[src/design/vtrf_pkg.sv]
package vtrf_pkg;

  localparam int BUDGET_W = 22;
  localparam int CNT_W = $clog2(BUDGET_W + 1);

  localparam int DEF_NTSC_FRAME_CYCLES = 1562500;
  localparam int DEF_PAL_FRAME_CYCLES = 1875000;
  localparam int DEF_SERRATE_BIT = 6;

  localparam int S_TDATA_W = 48;
  localparam int M_TDATA_W = 112;

  localparam logic [31:0] STATUS_RESET = 32'h0000_000F;
  localparam logic [10:0] LINE_WIDTH_RESET = 11'd320;
  localparam logic [9:0] INTR_LINE_RESET = 10'd256;
  localparam logic [8:0] HALFLINES_RESET = 9'd262;
  localparam logic [31:0] HALFLINE_CYCLES_RESET = 32'd1000;
  localparam logic [1:0] ONE_FIELD = 2'd1;
  localparam logic [1:0] TWO_FIELDS = 2'd2;

  localparam int RAW_WORDS = 7;

  localparam logic CMD_READ = 1'b0;
  localparam logic CMD_WRITE = 1'b1;

  localparam logic [3:0] REG_STATUS = 4'd0;
  localparam logic [3:0] REG_ORIGIN = 4'd1;
  localparam logic [3:0] REG_WIDTH = 4'd2;
  localparam logic [3:0] REG_INTR = 4'd3;
  localparam logic [3:0] REG_CURRENT = 4'd4;
  localparam logic [3:0] REG_BURST = 4'd5;
  localparam logic [3:0] REG_VSYNC = 4'd6;
  localparam logic [3:0] REG_HSYNC = 4'd7;
  localparam logic [3:0] REG_LEAP = 4'd8;
  localparam logic [3:0] REG_LAST = 4'd13;

  typedef enum logic {
    ST_IDLE,
    ST_DIV
  } state_t;

endpackage

[src/design/video_timing_register_file_unit.sv]
// Channel  | Ports                         | Contents (lowest bit first)
// ---------+-------------------------------+-----------------------------------------------
// in       | s_tvalid s_tready s_tdata     | reg_index[3:0] write_data[35:4]
//          | s_tuser                       | current_line[45:36]; tuser: cmd
// out      | m_tvalid m_tready m_tdata     | read_data, irq_clear, fields_per_frame,
//          | m_tuser                       | halflines, cycles_per_halfline, divide_error,
//          |                               | origin_changes; tuser: access_error
// config   | cfg_wen cfg_wdata             | pal_mode
//
// Most accesses give a valid result in the cycle after acceptance.
// A vsync write with nonzero halflines produces one quotient bit per
// cycle from the shared restoring subtractor and takes no new item meanwhile.
// Synchronous reset restores the register file and clears the output valid.
// A waiting result blocks new items only until it is taken.
module video_timing_register_file_unit #(
  parameter int NTSC_FRAME_CYCLES = vtrf_pkg::DEF_NTSC_FRAME_CYCLES,
  parameter int PAL_FRAME_CYCLES = vtrf_pkg::DEF_PAL_FRAME_CYCLES,
  parameter int SERRATE_BIT = vtrf_pkg::DEF_SERRATE_BIT
) (
  input  logic                             clk,
  input  logic                             rst,
  input  logic                             s_tvalid,
  output logic                             s_tready,
  // reg_index, write_data, current_line, zero pad
  input  logic [vtrf_pkg::S_TDATA_W-1:0]   s_tdata,
  // cmd
  input  logic                             s_tuser,
  output logic                             m_tvalid,
  input  logic                             m_tready,
  // read_data, irq_clear, fields_per_frame, halflines, cycles_per_halfline,
  // divide_error, origin_changes, zero pad
  output logic [vtrf_pkg::M_TDATA_W-1:0]   m_tdata,
  // access_error
  output logic                             m_tuser,
  input  logic                             cfg_wen,
  input  logic                             cfg_wdata
);
  import vtrf_pkg::*;

  localparam logic [BUDGET_W-1:0] NTSC_BUDGET = BUDGET_W'(NTSC_FRAME_CYCLES);
  localparam logic [BUDGET_W-1:0] PAL_BUDGET = BUDGET_W'(PAL_FRAME_CYCLES);
  localparam logic [CNT_W-1:0] LAST_STEP = CNT_W'(BUDGET_W - 1);

  state_t state, state_next;

  logic        pal_mode;
  logic [31:0] status_word;
  logic [23:0] fb_origin;
  logic [10:0] line_width;
  logic [9:0]  intr_line;
  logic [9:0]  vsync_value;
  logic [9:0]  hsync_value;
  logic [31:0] raw_words [RAW_WORDS];
  logic [31:0] swap_counter;
  logic [1:0]  field_count;
  logic [8:0]  halfline_count;
  logic [31:0] halfline_cycles;

  logic [31:0] out_rd;
  logic        out_err;
  logic        out_irq;
  logic        out_derr;

  logic [CNT_W-1:0]    cnt;
  logic [8:0]          rem;
  logic [BUDGET_W-1:0] quo;

  logic        accept;
  logic        div_busy;
  logic        div_done;
  logic        cmd;
  logic [3:0]  idx;
  logic [31:0] wdata;
  logic [9:0]  cur;
  logic        bad_idx;
  logic        raw_hit;
  logic [2:0]  raw_slot;
  logic [8:0]  new_halflines;
  logic        div_start;
  logic [31:0] rd_value;

  logic [9:0]          trial;
  logic [9:0]          diff;
  logic                q_bit;
  logic [8:0]          rem_next;
  logic [BUDGET_W-1:0] quo_next;

  assign cmd   = s_tuser;
  assign idx   = s_tdata[3:0];
  assign wdata = s_tdata[35:4];
  assign cur   = s_tdata[45:36];

  assign bad_idx = (idx > REG_LAST);
  assign raw_hit = (idx == REG_BURST) || ((idx >= REG_LEAP) && !bad_idx);
  assign raw_slot = (idx == REG_BURST) ? 3'd0 : 3'(idx - 4'd7);
  assign new_halflines = wdata[9:1];
  assign accept = s_tvalid && s_tready;
  assign div_start = accept && (cmd == CMD_WRITE) && (idx == REG_VSYNC)
                     && (new_halflines != 9'd0);

  // Shared restoring divide step.
  assign trial = {rem, quo[BUDGET_W-1]};
  assign diff = trial - {1'b0, halfline_count};
  assign q_bit = (trial >= {1'b0, halfline_count});
  assign rem_next = q_bit ? diff[8:0] : trial[8:0];
  assign quo_next = {quo[BUDGET_W-2:0], q_bit};
  assign div_done = div_busy && (cnt == LAST_STEP);

  always_comb begin
    rd_value = 32'd0;
    case (idx)
      REG_STATUS:  rd_value = status_word;
      REG_ORIGIN:  rd_value = {8'd0, fb_origin};
      REG_WIDTH:   rd_value = {21'd0, line_width};
      REG_INTR:    rd_value = {22'd0, intr_line};
      REG_CURRENT: rd_value = {21'd0, cur, 1'b0};
      REG_VSYNC:   rd_value = {22'd0, vsync_value};
      REG_HSYNC:   rd_value = {22'd0, hsync_value};
      default: begin
        if (raw_hit) begin
          rd_value = raw_words[raw_slot];
        end
      end
    endcase
  end

  always_ff @(posedge clk) begin
    if (rst) begin
      state <= ST_IDLE;
    end else begin
      state <= state_next;
    end
  end

  always_comb begin
    state_next = state;
    case (state)
      ST_IDLE: begin
        if (div_start) begin
          state_next = ST_DIV;
        end
      end
      ST_DIV: begin
        if (cnt == LAST_STEP) begin
          state_next = ST_IDLE;
        end
      end
      default: state_next = ST_IDLE;
    endcase
  end

  always_comb begin
    s_tready = 1'b0;
    div_busy = 1'b0;
    case (state)
      ST_IDLE: s_tready = !m_tvalid || m_tready;
      ST_DIV:  div_busy = 1'b1;
      default: s_tready = 1'b0;
    endcase
  end

  always_ff @(posedge clk) begin
    if (rst) begin
      pal_mode        <= 1'b0;
      status_word     <= STATUS_RESET;
      fb_origin       <= 24'd0;
      line_width      <= LINE_WIDTH_RESET;
      intr_line       <= INTR_LINE_RESET;
      vsync_value     <= 10'd0;
      hsync_value     <= 10'd0;
      for (int i = 0; i < RAW_WORDS; i++) begin
        raw_words[i] <= 32'd0;
      end
      swap_counter    <= 32'd0;
      field_count     <= ONE_FIELD;
      halfline_count  <= HALFLINES_RESET;
      halfline_cycles <= HALFLINE_CYCLES_RESET;
      m_tvalid        <= 1'b0;
      cnt             <= '0;
    end else begin
      if (cfg_wen) begin
        pal_mode <= cfg_wdata;
      end
      if (accept) begin
        m_tvalid <= !div_start;
      end else if (div_done) begin
        m_tvalid <= 1'b1;
      end else if (m_tvalid && m_tready) begin
        m_tvalid <= 1'b0;
      end
      if (accept) begin
        out_err  <= bad_idx;
        out_irq  <= (cmd == CMD_WRITE) && (idx == REG_CURRENT);
        out_derr <= (cmd == CMD_WRITE) && (idx == REG_VSYNC) && (new_halflines == 9'd0);
        if (bad_idx) begin
          out_rd <= 32'd0;
        end else if (cmd == CMD_READ) begin
          out_rd <= rd_value;
        end else begin
          out_rd <= 32'd0;
          case (idx)
            REG_STATUS: begin
              status_word <= wdata;
              field_count <= wdata[SERRATE_BIT] ? TWO_FIELDS : ONE_FIELD;
            end
            REG_ORIGIN: begin
              if (wdata[23:0] != fb_origin) begin
                swap_counter <= swap_counter + 32'd1;
              end
              fb_origin <= wdata[23:0];
            end
            REG_WIDTH:   line_width <= wdata[10:0];
            REG_INTR:    intr_line <= wdata[9:0];
            REG_VSYNC: begin
              vsync_value    <= wdata[9:0];
              halfline_count <= new_halflines;
              rem            <= 9'd0;
              quo            <= pal_mode ? PAL_BUDGET : NTSC_BUDGET;
              cnt            <= '0;
            end
            REG_HSYNC: hsync_value <= wdata[9:0];
            default: begin
              if (raw_hit) begin
                raw_words[raw_slot] <= wdata;
              end
            end
          endcase
        end
      end
      if (div_busy) begin
        rem <= rem_next;
        quo <= quo_next;
        cnt <= cnt + CNT_W'(1);
        if (div_done) begin
          halfline_cycles <= 32'(quo_next);
        end
      end
    end
  end

  assign m_tdata = {3'd0, swap_counter, out_derr, halfline_cycles, halfline_count,
                    field_count, out_irq, out_rd};
  assign m_tuser = out_err;

endmodule
[config.mk]
export PLATFORM = sky130hd
export DESIGN_NAME = video_timing_register_file_unit
export DESIGN_NICKNAME = d
export VERILOG_FILES = /design/src/design/vtrf_pkg.sv /design/src/design/video_timing_register_file_unit.sv
export SDC_FILE = /design/constraint.sdc
export NUM_CORES = 1
export LEC_CHECK = 0
export BUFFER_PORTS_ARGS = -buffer_cell sky130_fd_sc_hd__buf_2
export CORE_MARGIN = 2
export CORE_UTILIZATION = 45
export DETAILED_ROUTE_END_ITERATION = 12
export MAX_ROUTING_LAYER = met4
export PLACE_DENSITY = 0.71
export SYNTH_ARGS = -nofsm -noshare
export SYNTH_HDL_FRONTEND = slang
export SYNTH_SLANG_ARGS = --single-unit
[constraint.sdc]
create_clock -name clk -period 13.1 [get_ports clk]
set_input_delay 2.62 -clock clk [delete_from_list [all_inputs] [get_ports clk]]
set_output_delay 2.62 -clock clk [all_outputs]
set_load 0.1 [all_outputs]
; ---- After elaboration in Yosys (flattened, before gate mapping)
; Memory sizes are Yosys's and may differ from the RTL's.
; Cells that the tools add are included.
; Widths: inputs -> output; s select.
[word_totals]
register_bits = 236
ramBits = 224
input_bits = 55
output_inout_bits = 115
word_cells = 118
n_memories = 1
[classes]
n_addsub = 4
n_lt_le_gt_ge = 3
eq_ne = 10
mux = 41
bitwise_logic = 3
n_reduce_logical = 36
[memory_table]
columns = memory, words, width, rd, rd_ports_with_merged_regs, write_ports, line
row1 = raw_words, 7, 32, 1, 0, 7, video_timing_register_file_unit.sv:53  ; logic [31:0] raw_words [RAW_WORDS];
[ops]
columns = op, n
row1 = $pmux 32 s7, 1
row2 = $mux 22, 5
row3 = $mux 32, 2
row4 = $mux 9, 6
row5 = $add 32x1->32 const B, 1
row6 = $reduce_or 32->1, 1
row7 = $reduce_and 4->1, 7
row8 = $mux 5, 5
row9 = $ne 24x24->1, 1
row10 = $mux 20, 1
row11 = $mux 1, 17
row12 = $eq 4x3->1 const B, 4
row13 = $ge 10x9->1, 1
row14 = $logic_and 1x1->1, 10
row15 = $reduce_and 5->1, 2
row16 = $logic_not 9->1, 1
row17 = $reduce_bool 9->1, 1
row18 = $sub 9x9->9, 1
row19 = $eq 4x2->1 const B, 2
row20 = $mux 3, 2
row21 = $reduce_bool 2->1, 3
row22 = $reduce_or 6->1, 1
row23 = $add 5x1->5 const B, 1
row24 = $eq 5x5->1 const B, 1
row25 = 14 further kinds, 20

; ---- Depth between registers and ports, before layout
; Gate-level depths: netlist of run 1.
[depth]
ltp_word = 13
mapped_depth = 10

; ---- Least setup slack after synthesis of run 1
; OpenSTA, ideal clock, no wires.
[synth_timing]
kind = in2reg
startpoint = in m_tready
endpoint = mem raw_words[5][0], enable pin
setup_ns = 0.511
arrival_time_ns = 7.884
t_required_ns = 12.589
slack_ns = 4.706
stages = 4
n_path_buf = 0
cell_sequence = nor2b_1 nor2_1 nand3_1 o41ai_1
[synth_lines]
columns = item, line
row1 = "start, declared", video_timing_register_file_unit.sv:29  ; input logic m_tready,
row2 = "end, declared", video_timing_register_file_unit.sv:53

; ---- Final worst setup path of run 1
[layout_timing]
startpoint = in m_tready
endpoint = out s_tready
[layout_between]
elab_chain_cells = 2
[layout_lines]
columns = item, line
row1 = $logic_or 1x1->1, video_timing_register_file_unit.sv:156  ; ST_IDLE: s_tready = !m_tvalid || m_tready;
row2 = $mux 1, video_timing_register_file_unit.sv:155  ; case (state)
row3 = "end, declared", video_timing_register_file_unit.sv:23  ; output logic s_tready,
; Every way passes these cells.

==> flow_summary.toml, run 1 <==
[place]
dp_cells = 2525
place_congestion = 0.8647
post-dp-hpwl_um = 33890
io_buffers = 154

[critical_path]
required_ps = 10480
crit_start = "m_tready"
cp-end-kind = "primary output"
ff2ff_setup_slack_ps = 8750
cp-start-kind = "primary input"
r2r_start = "state"
crit_fanout = 4
crit_arrival_ps = 3550
critical_path_class = "in2out"
crit_path_end = "s_tready"
worstReg2RegEnd = "raw_words[2][25]"
r2r_cells = 8

[global_routing]
grt_pass1_wl_um = 85670
groute.usage.overall_pct = 24.76
antenna_found_initial = 10
first_global_vias = 14860
grt_max_degree = 88
grt_overflow_total = 0

[sta]
fmax_mhz = 162.0
rsz0062_at_grt = "no"
worst_pin_slew_ps = 1354
worst_clock_skew_ps = 24.89
min_period_ps = 6172
finalCritPeriodShare_pct = 47.12
slew_viol_final = 0
hold_viol = 0
max_slew_margin_pct = 9.018
setup_tns_ps = 0
setup_viol = 0

[synth]
netlist_area_mm2 = 0.01993
seq_area_frac_synth_pct = 58.47
synthArstFlopShare_pct = 0
ys_types = 59
yosys_warnings = 0
syn_avg_cell_area_um2 = 10.53
synth_ff_type = "edfxtp_1"
synth_seq_cells = 453
synthTopCellsByArea = "edfxtp_1, dfxtp_1, nand2_1, a21oi_1, nor2_1"
synth-edff-count = 258
synth_top_area_share_pct = 38.88
synth_top_area_cell = "edfxtp_1"
syn_inst = 1893

[cts]
post_cts_buffers = 0
cts_resized = 0
cts_tree = "yes"
clkTransAtPathRegs_ps = 60
cts_num_sinks = 453
ctsHoldBuffers = 0
cts-root-buf = "clkbuf_16"
cts_buffer_depth = 3
cts_buffers = 47
clk_latency_ps = 590
ctsHtreeMaxLevel = 2

[detailed_routing]
wire_per_inst_um = 21.30
num_vias = 15140
final_antenna_net_count = 0
wirelength_um = 55840
drtPass1Iterations = 8
route.detailed.drc = 0
drtIter0Drc = 1649
via_per_inst = 5.773

[cells_and_area]
regArea_mm2 = 0.01165
multi_input_area_mm2 = 0.007347
nets = 2050
area_growth_syn_to_layout_pct = 13.06
mostFrequentLayoutCell = "nand2_1"
layout_common_cells = "nand2_1, edfxtp_1, nor2_1, dfxtp_1, a21oi_1"
final_cells = 2622
drive_above_1_share_pct = 15.60
fillCellCount = 3904

[power_and_ir_drop]
ir_drop_v = 0.0001051
p_total_w = 0.003010
p_leak_nw = 8.447
powerDensity_mw_per_mm2 = 133.6

[die]
die_h_um = 214.4
initial_core_util_pct = 45.36
dieWidth_um = 214.4
core-area_mm2 = 0.04393
ioPinCount = 170
die-area_mm2 = 0.04598
rows = 77

[job]
maxCapViolCount = 0

[min_path]
min_path_type = "reg2reg"

[outcome]
outcome = "finished, final reports clean"
sequential cells by signal (all words and copies together), names as in the netlist, 3 cells and up:
name / flops
cnt: 5
out_rd: 32
rem: 9
line_width: 11
halfline_count: 3
intr_line: 10
quo: 22
halfline_cycles: 22
raw_words: 224
status_word: 32
hsync_value: 10
swap_counter: 32
vsync_value: 10
fb_origin: 24
how the worst min path moves through the flow:
| stage | startpoint | to | slack (ps) | cells past startpoint |
|---|---|---|---|---|
| 3_3_place_gp | halfline_cycles[2] | halfline_cycles[2] | 440 | 2 |
| 5_1_grt | line_width[1] | line_width[1] | 470 | 2 |
| 3_5_place_dp | status_word[5] | status_word[5] | 450 | 2 |
| 6_report | line_width[2] | line_width[2] | 460 | 2 |
| 2_1_floorplan | hsync_value[3] | hsync_value[3] | 440 | 2 |
| 4_1_cts | status_word[14] | status_word[14] | 450 | 2 |
synth_stat cells, types with 28 or more instances:
| master | instances |
|---|---|
| nand2_1 | 303 |
| edfxtp_1 | 258 |
| nor2_1 | 198 |
| dfxtp_1 | 195 |
| a21oi_1 | 173 |
| clkbuf_1 | 110 |
| inv_1 | 88 |
| mux2i_1 | 49 |
| and2_1 | 43 |
| and3_1 | 37 |
| nand3_1 | 37 |
| a22oi_1 | 32 |
| mux4_2 | 32 |
| o22ai_1 | 32 |
| a222oi_1 | 31 |
| xor2_1 | 28 |
layer usage:
layer	vias to the layer above	track usage [%]	part of all wire, %
met5	-	-	0
met4	0	10.49	3.4
met3	123	5.560	11
met2	744	39.05	47
met1	7406	30.84	39
li1	6863	-	-
metrics by stage:
step | cell area, µm² | hold slack [ps] | worst slack (ps) | util (%)
final | 22530 | 456.3 | 6928 | 51.28
after global routing | 22530 | 470.2 | 6678 | 51.28
after CTS | 22500 | 454.7 | 6917 | 51.22
after detailed placement | 21100 | 445.7 | 6352 | 48.03
after global placement | 21100 | 440.2 | 6381 | 48.03
after floorplan | 19970 | 435.7 | 4706 | -
final cells by class:
type	instances	share of cell area, %
sequential	453	51.71
multi-input combinational	1204	32.61
clock buffer	70	5.737
timing repair buffer	188	4.576
tap	592	3.288
inverter	88	1.466
clock inverter	16	0.4887
antenna	11	0.1222
critical path, stage by stage:
cell and delay [ps]:
buf_2 100, nor2b_1 340, nor2_1 160, buf_2 340
cells by family (layout without fill, tap and decap cells):
group           Yosys count  in the layout  share of synthesized area (%)
xor+xnor                 49             49                          2.154
compound gates          334            334                          11.02
mux                      85             85                          6.304
flops                   453            453                          58.47
simple gates            710            710                          15.98
other cells               1             24                        0.01882
fa+ha+maj                13             13                         0.8539
buf+inv                 248            362                          5.205
where the power goes:
part | internal [W] | total [W] | leakage (nW) | switching [W]
sequential | 0.00153 | 0.00154 | 4.14 | 0.0000104
clock | 0.000702 | 0.00125 | 0.683 | 0.000552
combinational | 0.0000501 | 0.000212 | 3.62 | 0.000161
total | 0.00229 | 0.00301 | 8.45 | 0.000724
Power figures use the tool's default switching activity.
==> inputs of run 2 (changes only) <==
- ABC_AREA: not set -> 1
- PLACE_DENSITY: 0.71 -> 0.73
- clock period: 13.1 -> 5.5 ns (I/O delays scaled with it)
==> run 2 against run 1 <==
Global-route usage decreased by 0.19 points. Non-clock buffer count increased by 2. Final cell count is 21% higher. Clock skew is 7.5 ps lower. Critical path type is now in2reg. First-iteration DRC count is 3.5% higher. Core utilization is 0.19 points higher. Critical path depth is 9 higher. Highest routed layer unchanged.
==> flow_summary.toml, run 2 <==
[cells_and_area]
layout_common_cells = "nor2_1, nand2_1, o21ai_0, edfxtp_1, a21oi_1"
nets = 2589
top_register = "raw_words"
multi_input_area_mm2 = 0.007530
area_growth_syn_to_layout_pct = 13.57
mostFrequentLayoutCell = "nor2_1"
drive_above_1_share_pct = 11.77
regArea_mm2 = 0.01165
largest_register_ffs = 224
fin_area_mm2 = 0.02326
fillCellCount = 4067
final_cells = 3165

[power_and_ir_drop]
powerDensity_mw_per_mm2 = 322.2
ir_drop_v = 0.0002416
p_leak_nw = 8.954

[critical_path]
crit_start = "s_tdata[0]"
crit_arrival_ps = 4450
crit_fanout = 42
critical_path_class = "in2reg"
cp-start-kind = "primary input"
cp-end-kind = "register"
r2r_start = "m_tvalid"
required_ps = 5980

[min_path]
hold_start = "status_word[26]"
min_path_type = "reg2reg"

[detailed_routing]
drtIter0Drc = 1706
route.detailed.drc = 0
wirelength_um = 57260
via_per_inst = 5.466
num_vias = 17300
wire_per_inst_um = 18.09
drtPass1Iterations = 5
final_antenna_net_count = 0

[die]
dieWidth_um = 217.3
core-area_mm2 = 0.04519
ioPinCount = 170
die_h_um = 217.3
initial_core_util_pct = 45.33
rows = 78
die-area_mm2 = 0.04724

[cts]
cts_buffer_depth = 3
clkTransAtPathRegs_ps = 60
cts_tree = "yes"
cts_buffers = 45
cts_resized = 0
ctsHtreeMaxLevel = 2
clk_latency_ps = 560
post_cts_buffers = 0
cts_num_sinks = 453
ctsHoldBuffers = 0
cts-root-buf = "clkbuf_16"

[synth]
synth-edff-count = 258
seq_area_frac_synth_pct = 56.88
synthTopCellsByArea = "edfxtp_1, dfxtp_1, nor2_1, nand2_1, o21ai_0"
synthTopCellsByCount = "nor2_1, nand2_1, o21ai_0"
synthArstFlopShare_pct = 0
synth_ff_type = "edfxtp_1"
syn_inst = 2424
ys_types = 43
synth_top_area_share_pct = 37.83
synth_top_area_cell = "edfxtp_1"
yosys_warnings = 0
synth_seq_cells = 453
synth.most_common_cell = "nor2_1"
syn_avg_cell_area_um2 = 8.450
netlist_area_mm2 = 0.02048

[sta]
worst_pin_slew_ps = 1325
max_slew_margin_pct = 11.44
fmax_mhz = 252.1
slew_viol_final = 0
hold_viol = 0
min_period_ps = 3966
rsz0062_at_grt = "no"
setup_tns_ps = 0
setup_viol = 0
finalCritPeriodShare_pct = 72.11
worst_clock_skew_ps = 17.43

[outcome]
outcome = "finished, final reports clean"

[place]
post-dp-hpwl_um = 36420
dp_cells = 3074
post_dp_cell_area_mm2 = 0.02169
io_buffers = 154
place_congestion = 0.8871

[global_routing]
grt_pass1_wl_um = 89330
first_global_vias = 16770
antenna_found_initial = 8
grt_max_degree = 128
grt_overflow_total = 0
groute.usage.overall_pct = 24.58

[job]
maxCapViolCount = 0
==> run 2: layout make-up <==
cell class | instances | area share [%]
Sequential cell | 453 | 50.09
Multi-Input combinational cell | 1651 | 32.37
Antenna cell | 8 | 0.08606
Inverter | 180 | 2.910
Timing Repair Buffer | 190 | 4.637
Clock inverter | 23 | 1.205
Clock buffer | 60 | 5.476
Tap cell | 600 | 3.227
==> run 2: power by group <==
group,switching (W),internal (W),total [W],leakage (nW)
combinational,0.000465,0.000115,0.000579,4.02
clock,0.00132,0.00192,0.00323,0.767
sequential,0.0000250,0.00366,0.00368,4.16
total,0.00180,0.00569,0.00749,8.95
==> run 2: kinds of logic (layout without fill, tap and decap cells) <==
| family | after synthesis | count (layout) | synth area share [%] |
|---|---|---|---|
| flip-flops | 453 | 453 | 56.88 |
| XOR/XNOR | 20 | 20 | 0.8552 |
| AO/OA/AOI/OAI | 582 | 582 | 14.81 |
| buffers and inverters | 332 | 453 | 6.695 |
| adder cells (fa/ha/maj) | 13 | 13 | 0.8308 |
| AND/OR/NAND/NOR | 1023 | 1023 | 19.90 |
| other | 1 | 21 | 0.01831 |
==> run 2: per-layer routing <==
metal	wire, µm	vias up	global-route usage, %	part of all wire [%]
li1	-	8220	-	-
met1	22980	8111	30.45	40
met2	27310	831	40.07	48
met3	4948	138	4.179	8.6
met4	2021	0	9.932	3.5
met5	0	-	-	0
==> run 2: worst max-delay path: stages <==
cell,delay (ps)
buf_2,420
inv_2,440
nor2_1,240
nand2_1,80
buf_4,240
inv_1,200
nand2_1,100
clkinv_1,60
buf_4,340
nand2_1,720
inv_1,290
nor2_1,70
nor2_1,100
==> run 2: worst paths after layout <==
path | endpoint | depth (start not counted) | slack [ps]
setup / recovery | swap_counter[0] | 13 | 1530
hold / removal | status_word[26] | 2 | 450
setup reg to reg | raw_words[6][19] | 13 | 2310
hold reg to reg | status_word[26] | 2 | 450
==> run 2: per-stage QoR <==
step / hold slack [ps] / total power (W) / setup slack (ps) / utilization [%]
2_1_floorplan: 424.5 / 0.004157 / 949.4 / -
3_3_place_gp: 435.3 / 0.004313 / 1137 / 48.00
3_5_place_dp: 445.7 / 0.004327 / 988.2 / 48.00
4_1_cts: 456.6 / 0.007519 / 1572 / 51.43
5_1_grt: 465.9 / 0.007715 / 1261 / 51.48
6_report: 454.1 / 0.007494 / 1534 / 51.48
==> inputs of run 3 (changes only) <==
- PLACE_DENSITY: 0.73 -> 0.71
- clock period: 5.5 -> 4 ns (I/O delays scaled with it)
==> run 3 against run 2 <==
Global-route usage about the same. Final cell count increased by 0.60%. Worst setup slack worse by 480 ps. Die area unchanged. Non-clock buffer count grew 17. Design area down 0.28%. Register-to-register slack worse by 1200 ps. Via count decreased by 0.36%. Highest routed layer unchanged.
==> flow_summary.toml, run 3 (synthesized netlist as in run 2, its figures left out) <==
[sta]
hold_ws_ps = 427.7
hold_viol = 0
worst_pin_slew_ps = 1233
min_period_ps = 2946
slew_viol_final = 0
setup_tns_ps = 0
finalCritPeriodShare_pct = 73.65
max_slew_margin_pct = 17.77
fmax_mhz = 339.4
setup_viol = 0
worst_clock_skew_ps = 19.50
rsz0062_at_grt = "no"

[cts]
cts_resized = 0
clk_latency_ps = 560
cts_num_sinks = 453
cts_tree = "yes"
cts_buffer_depth = 3
ctsHoldBuffers = 0
clkTransAtPathRegs_ps = 60
ctsHtreeMaxLevel = 2
cts-root-buf = "clkbuf_16"
cts_buffers = 45
post_cts_buffers = 0

[critical_path]
slowest_stage = "or2_1"
crit_arrival_ps = 3170
required_ps = 4220
path_common_cell = "nand2_2"
cp-start-kind = "primary input"
path_buf_inv = 3
critical_path_class = "in2reg"
max_stage_delay_ps = 360
crit_chain = "buf_2 > inv_2 > nand2_2 > o21ai_2 > nand3_4 > or2_1 > nor2_2 > nand2_2 > nand2_1 > buf_4"
path_delay_family = "simple AND/OR/NAND/NOR gates"
cp-end-kind = "register"
crit_fanout = 19

[die]
dieWidth_um = 217.3
initial_core_util_pct = 45.33
die-area_mm2 = 0.04724
ioPinCount = 170
rows = 78
core-area_mm2 = 0.04519
die_h_um = 217.3

[power_and_ir_drop]
p_sw_share_pct = 24.23
p_switching_w = 0.002399
clkPwrFrac_pct = 40.8
p_int_w = 0.007502
combPwrFrac_pct = 8.1
powerDensity_mw_per_mm2 = 426.8
p_leak_nw = 8.929
ir_drop_v = 0.0002777
seqPwrFrac_pct = 51.2

[cells_and_area]
top_register = "raw_words"
area_growth_syn_to_layout_pct = 13.25
fin_area_mm2 = 0.02320
fillCellCount = 4147
largest_register_ffs = 224
nets = 2606
mostFrequentLayoutCell = "nor2_1"
drive_above_1_share_pct = 11.73
layout_common_cells = "nor2_1, nand2_1, o21ai_0, edfxtp_1, a21oi_1"
final_core_util_pct = 51.33

[global_routing]
grt_overflow_total = 0
groute.usage.overall_pct = 24.57
grt_pass1_wl_um = 89240
antenna_found_initial = 10
grt_max_degree = 127
first_global_vias = 16740

[outcome]
outcome = "finished, final reports clean"

[detailed_routing]
final_antenna_net_count = 0
wire_per_inst_um = 17.87
num_vias = 17240
drtPass1Iterations = 6
wirelength_um = 56900
route.detailed.drc = 0
drtIter0Drc = 1566
via_per_inst = 5.414

[place]
post-dp-hpwl_um = 36750
place_congestion = 0.8985
post_dp_cell_area_mm2 = 0.02178
io_buffers = 154

[job]
maxCapViolCount = 0

[min_path]
min_path_type = "in2reg"
-- run 3: final timing paths --
kind,startpoint,to,slack (ps),cells after the start
max,s_tdata[3],raw_words[3][14],1050,10
min reg2reg,intr_line[3],intr_line[3],450,2
max reg2reg,m_tvalid,raw_words[3][14],1090,11
min,cfg_wen,pal_mode,430,2
-- run 3: stage by stage --
step                setup WS (ps)  std cells  power, W
floorplan                   35.47       2436  0.005716
global placement            563.6       3091  0.005935
detailed placement          482.3       3091  0.005952
CTS                          1059       3174  0.009953
global route                845.6       3184   0.01021
finish                       1054       3184  0.009900
-- run 3: per-layer routing --
| layer | vias up | wire, µm | track usage, % |
|---|---|---|---|
| met2 | 767 | 26760 | 38.70 |
| li1 | 8262 | - | - |
| met5 | - | 0 | - |
| met1 | 8065 | 22990 | 30.30 |
| met3 | 144 | 4661 | 4.878 |
| met4 | 0 | 2486 | 12.01 |
-- run 3: cell type report --
class	count	area (µm²)	area share [%]
clock inverter	11	83.83	0.3614
multi-input combinational	1651	7530	32.46
clock buffer	72	1310	5.648
timing repair buffer	207	1169	5.038
sequential	453	11650	50.23
tap	600	750.7	3.236
antenna	10	25.02	0.1079
inverter	180	676.9	2.918
-- run 3: power groups by stage --
| stage | clock network, W | logic, W | registers (W) |
|---|---|---|---|
| 6_report | 0.00404 | 0.000800 | 0.00506 |
| 5_1_grt | 0.00428 | 0.000858 | 0.00507 |
| 4_1_cts | 0.00410 | 0.000791 | 0.00506 |
| 3_5_place_dp | 0 | 0.000789 | 0.00516 |
| 3_3_place_gp | 0 | 0.000776 | 0.00516 |
| 2_1_floorplan | 0 | 0.000431 | 0.00528 |
